File: src/rtl/bset_pkg.sv
package bset_pkg;

  localparam int FRAC_BITS  = 28;
  localparam int MAX_WIDTH  = 4096;
  localparam int MAX_HEIGHT = 4096;

  localparam int PIX_W      = 12;
  localparam int CNT_W      = 16;
  localparam int ORIGIN_W   = 32;
  localparam int STEP_W     = 31;
  localparam int CFG_DATA_W = 32;
  localparam int CFG_IDX_W  = 3;

  // step * pixel, c = origin + step * pixel, z with headroom over c
  localparam int SPROD_W = STEP_W + PIX_W;
  localparam int C_W     = SPROD_W + 2;
  localparam int Z_W     = C_W + 1;
  // magnitude below 2.0 and its square
  localparam int MAG_W   = FRAC_BITS + 1;
  localparam int PROD_W  = 2 * MAG_W;
  localparam int SH_W    = PROD_W + 1 - FRAC_BITS;

  typedef enum logic [CFG_IDX_W-1:0] {
    REG_ORIGIN_RE = 3'd0,
    REG_ORIGIN_IM = 3'd1,
    REG_STEP_RE   = 3'd2,
    REG_STEP_IM   = 3'd3,
    REG_MAX_ITER  = 3'd4
  } reg_idx_t;

  typedef enum logic [3:0] {
    S_IDLE   = 4'b0001,
    S_SQUARE = 4'b0010,
    S_UPDATE = 4'b0100,
    S_FINISH = 4'b1000
  } state_t;

  typedef struct packed {
    logic load;
    logic square;
    logic update;
    logic emit;
  } cmd_t;

  typedef struct packed {
    logic iterate;
  } status_t;

endpackage

File: src/rtl/bset_ctrl.sv
module bset_ctrl (
  input  logic              clk,
  input  logic              rst_n,
  input  logic              in_valid,
  output logic              in_ready,
  output logic              out_valid,
  input  logic              out_ready,
  input  bset_pkg::status_t status,
  output bset_pkg::cmd_t    cmd
);

  bset_pkg::state_t state_r, state_nxt;
  logic             out_valid_r, out_valid_nxt;

  always_comb begin
    state_nxt     = state_r;
    out_valid_nxt = out_valid_r & ~out_ready;
    cmd           = '0;
    in_ready      = 1'b0;
    unique case (state_r)
      bset_pkg::S_IDLE: begin
        in_ready = 1'b1;
        if (in_valid) begin
          cmd.load  = 1'b1;
          state_nxt = bset_pkg::S_SQUARE;
        end
      end
      bset_pkg::S_SQUARE: begin
        cmd.square = 1'b1;
        state_nxt  = bset_pkg::S_UPDATE;
      end
      bset_pkg::S_UPDATE: begin
        cmd.update = status.iterate;
        state_nxt  = status.iterate ? bset_pkg::S_SQUARE : bset_pkg::S_FINISH;
      end
      bset_pkg::S_FINISH: begin
        if (!out_valid_r || out_ready) begin
          cmd.emit      = 1'b1;
          out_valid_nxt = 1'b1;
          state_nxt     = bset_pkg::S_IDLE;
        end
      end
      default: begin
        state_nxt = bset_pkg::S_IDLE;
      end
    endcase
  end

  always_ff @(posedge clk) begin
    if (!rst_n) begin
      state_r     <= bset_pkg::S_IDLE;
      out_valid_r <= 1'b0;
    end else begin
      state_r     <= state_nxt;
      out_valid_r <= out_valid_nxt;
    end
  end

  assign out_valid = out_valid_r;

endmodule

File: config.mk
export PLATFORM = sky130hd
export DESIGN_NAME = bset_ctrl
export DESIGN_NICKNAME = d
export VERILOG_FILES = /design/src/rtl/bset_pkg.sv /design/src/rtl/bset_ctrl.sv
export SDC_FILE = /design/constraint.sdc
export NUM_CORES = 1
export LEC_CHECK = 0
export ABC_AREA = 1
export BUFFER_PORTS_ARGS = -buffer_cell sky130_fd_sc_hd__buf_2
export CAP_MARGIN = 15
export CORE_AREA = 4 4 41 43
export CTS_CLUSTER_SIZE = 16
export DETAILED_ROUTE_END_ITERATION = 6
export DIE_AREA = 0 0 45 47
export PLACE_DENSITY_LB_ADDON = 0.1
export SYNTH_ARGS = -nofsm -noshare
export SYNTH_HDL_FRONTEND = slang
export SYNTH_SLANG_ARGS = --single-unit
File: constraint.sdc
create_clock -name clk -period 1 [get_ports clk]
set_input_delay 0.2 -clock clk [delete_from_list [all_inputs] [get_ports clk]]
set_output_delay 0.2 -clock clk [all_outputs]
set_load 0.005 [all_outputs]
==> impl_metrics.yaml <==
timing:
  min_period_over_period_pct: 122
  max_freq_mhz: 818
  slew_viol_final: 0
  layout_setup_ws_ns: -0.222
  rsz0062_at_grt: "yes"
  final-hold-violation-count: 0
  period_needed_ns: 1.22
  whs_ns: 0.220
  worst_slew_pin_slew_ns: 0.148
  fin_skew_ns: 0.00574
  setup_violations: 9
  tns_ns: -1.42
  max-slew-margin-rel_pct: 90.1
floorplanning:
  chipHeight_um: 47
  ioPinCount: 11
  start_util_pct: 22.4
  die_area_mm2: 0.00212
  die_x_um: 45
  core_area_mm2: 0.00130
  rows: 13
synthesis:
  synth-simple-area-share_pct: 47.2
  synthCells: 49
  ys_seq_area_share_pct: 34.3
  synth_top_family_by_area: "simple AND/OR/NAND/NOR gates"
  synth_area_um2: 292
  synth.mux.area_fraction_pct: 0
  synthesis.nets: 54
  synthTopCellsByArea: "dfxtp_1 34%, inv_1 14%, nor2_1 14%"
  yosys.area_share.adder_pct: 0
  postSynth.asyncResetShare_pct: 0
  yosysWarnings: 0
  synth_top_cell_by_area: "dfxtp_1"
  synth_top_cells_by_count: "11 x inv_1, 11 x nor2_1, 9 x nand2_1"
  avgSynthCellArea_um2: 5.95
  synth_edf_count: 0
  synth_top_area_share_pct: 34.3
  synth_seq_cells: 5
  ys.flop_type: "dfxtp_1"
  yosys.area_share.xor_xnor_pct: 0
  synth.distinct_cells: 10
  synth_compound_area_share_pct: 1.72
cells_and_area:
  syn_to_final_growth_pct: 77.3
  fin_area_um2: 517
  layout-drive-gt1-share_pct: 59.7
  diodes: 0
  stdcell_count: 87
  fin_nets: 78
clock_network:
  cts.clk_slew.worst_paths_ns: 0.05
  tritoncts: "yes"
  htreeDepth: 1
  clk_latency_ns: 0.24
  cts-buffers-inserted: 3
  root_buffer: "clkbuf_4"
  clock_sinks: 5
  clockBufferDepth: 2
routing:
  vias: 346
  drtIter0Drc: 0
  drt_pass1_iterations: 1
  via_per_inst: 3.98
  wl_um: 831
  ant_nets: 0
  wl_per_cell_um: 9.55
  remaining_drc_errors: 0
setup_path:
  crit_type: "reg2out"
  cp-start-kind: "flip-flop"
  slowest_delay_ns: 0.35
  end_kind: "output pin"
  cp_max_fo: 4
  critPathArrivalTime_ns: 1.02
  cp_data_required_time_ns: 0.80
  slowest_stage: "dfxtp_4"
  crit_chain: "nor2_4, nand2_2, nor2_1, buf_2"
pwr:
  leakage_nw: 0.284
  irDropWorstVdd_v: 0.00103
  p_per_area_mw_per_mm2: 2520
  power.total_w: 0.00130
grt:
  first_global_vias: 327
  grt_max_degree: 5
  antenna_found_initial: 0
  grt_pass1_wl_um: 1210
  grt-ovfl-total: 0
  gr-usage-all-layers_pct: 8.70
worst_hold_path:
  hp-class: "in2reg"
placement:
  dpl.cell_count: 77
  place.gp.congestion: 0.687
  dp_hpwl_um: 561
  port_buffers: 10
  dpl_cell_area_um2: 383
run_status:
  violations: "negative setup slack"
  status: "finished, violations left"
job:
  max_cap_violations: 0
## critical path, delay by kind of cell, from the launching register on
family        cells  cell delay (ns)
flops             1             0.35
simple gates      3             0.31
buf+inv           1             0.11
## cells in the final DEF (no fill, tap or decap), types with 2 or more instances in the layout
master    Yosys  layout
nand2_1       9       7
nor2_1       11      10
nand3_2       1       2
buf_4         0       9
inv_2         2       5
dfxtp_4       0       4
clkbuf_4      0       3
buf_2         0       9
nand3_1       3       2
inv_1        11       8
nor2_4        0       5
nand2_2       1       3
## sequential cells by signal, indices dropped and copies added, names as in the netlist
signal     flops
state_r        4
out_valid      1
## stage by stage
step / util, % / worst slack (ns)
floorplan: - / 0.0854
global placement: 29.4 / -0.0232
detailed placement: 29.4 / -0.0172
CTS: 38.4 / -0.222
global route: 39.7 / -0.269
finish: 39.7 / -0.222
## report_power, final
part | internal, W | switching [W] | total [W]
clock | 0.000151 | 0.0000812 | 0.000232
combinational | 0.000326 | 0.000349 | 0.000675
sequential | 0.000294 | 0.000103 | 0.000397
total | 0.000771 | 0.000533 | 0.00130
## metal layers
layer	share of wire (%)	track usage [%]	up-vias
met1	41	9.11	149
li1	-	-	188
met5	0	0	-
met3	6.1	3.45	2
met2	52	13.0	7
met4	0.96	8.77	0
## path summary, 6_finish.rpt
path | start | endpoint | slack (ns) | cells past startpoint
setup / recovery | state_r[0] | cmd[0] | -0.22 | 4
hold / removal | rst_n | state_r[1] | 0.22 | 3
setup reg to reg | state_r[3] | state_r[0] | -0.17 | 9
hold reg to reg | out_valid | out_valid | 0.67 | 5
## what timing repair did
action                                  in CTS  in global routing
buffers inserted                             6                  0
hold buffers                                 0                  0
endpoints found under the setup margin       6                 10
pin swaps                                    4                  4
gates resized for setup                     18                  4
## cell type report
cell class	count	area, um2
clock buffers	4	26.3
fillers	154	785
inverters	13	48.8
multi-input cells	31	184
flip-flops and latches	5	115
well taps	15	18.8
repair buffers	19	124
## cell families (layout without fill, tap and decap cells)
family	count (synthesis)	in the layout
AO/OA/AOI/OAI	1	1
buffers and inverters	13	36
flip-flops	5	5
AND/OR/NAND/NOR	30	30
Power figures use the tool's default switching activity.
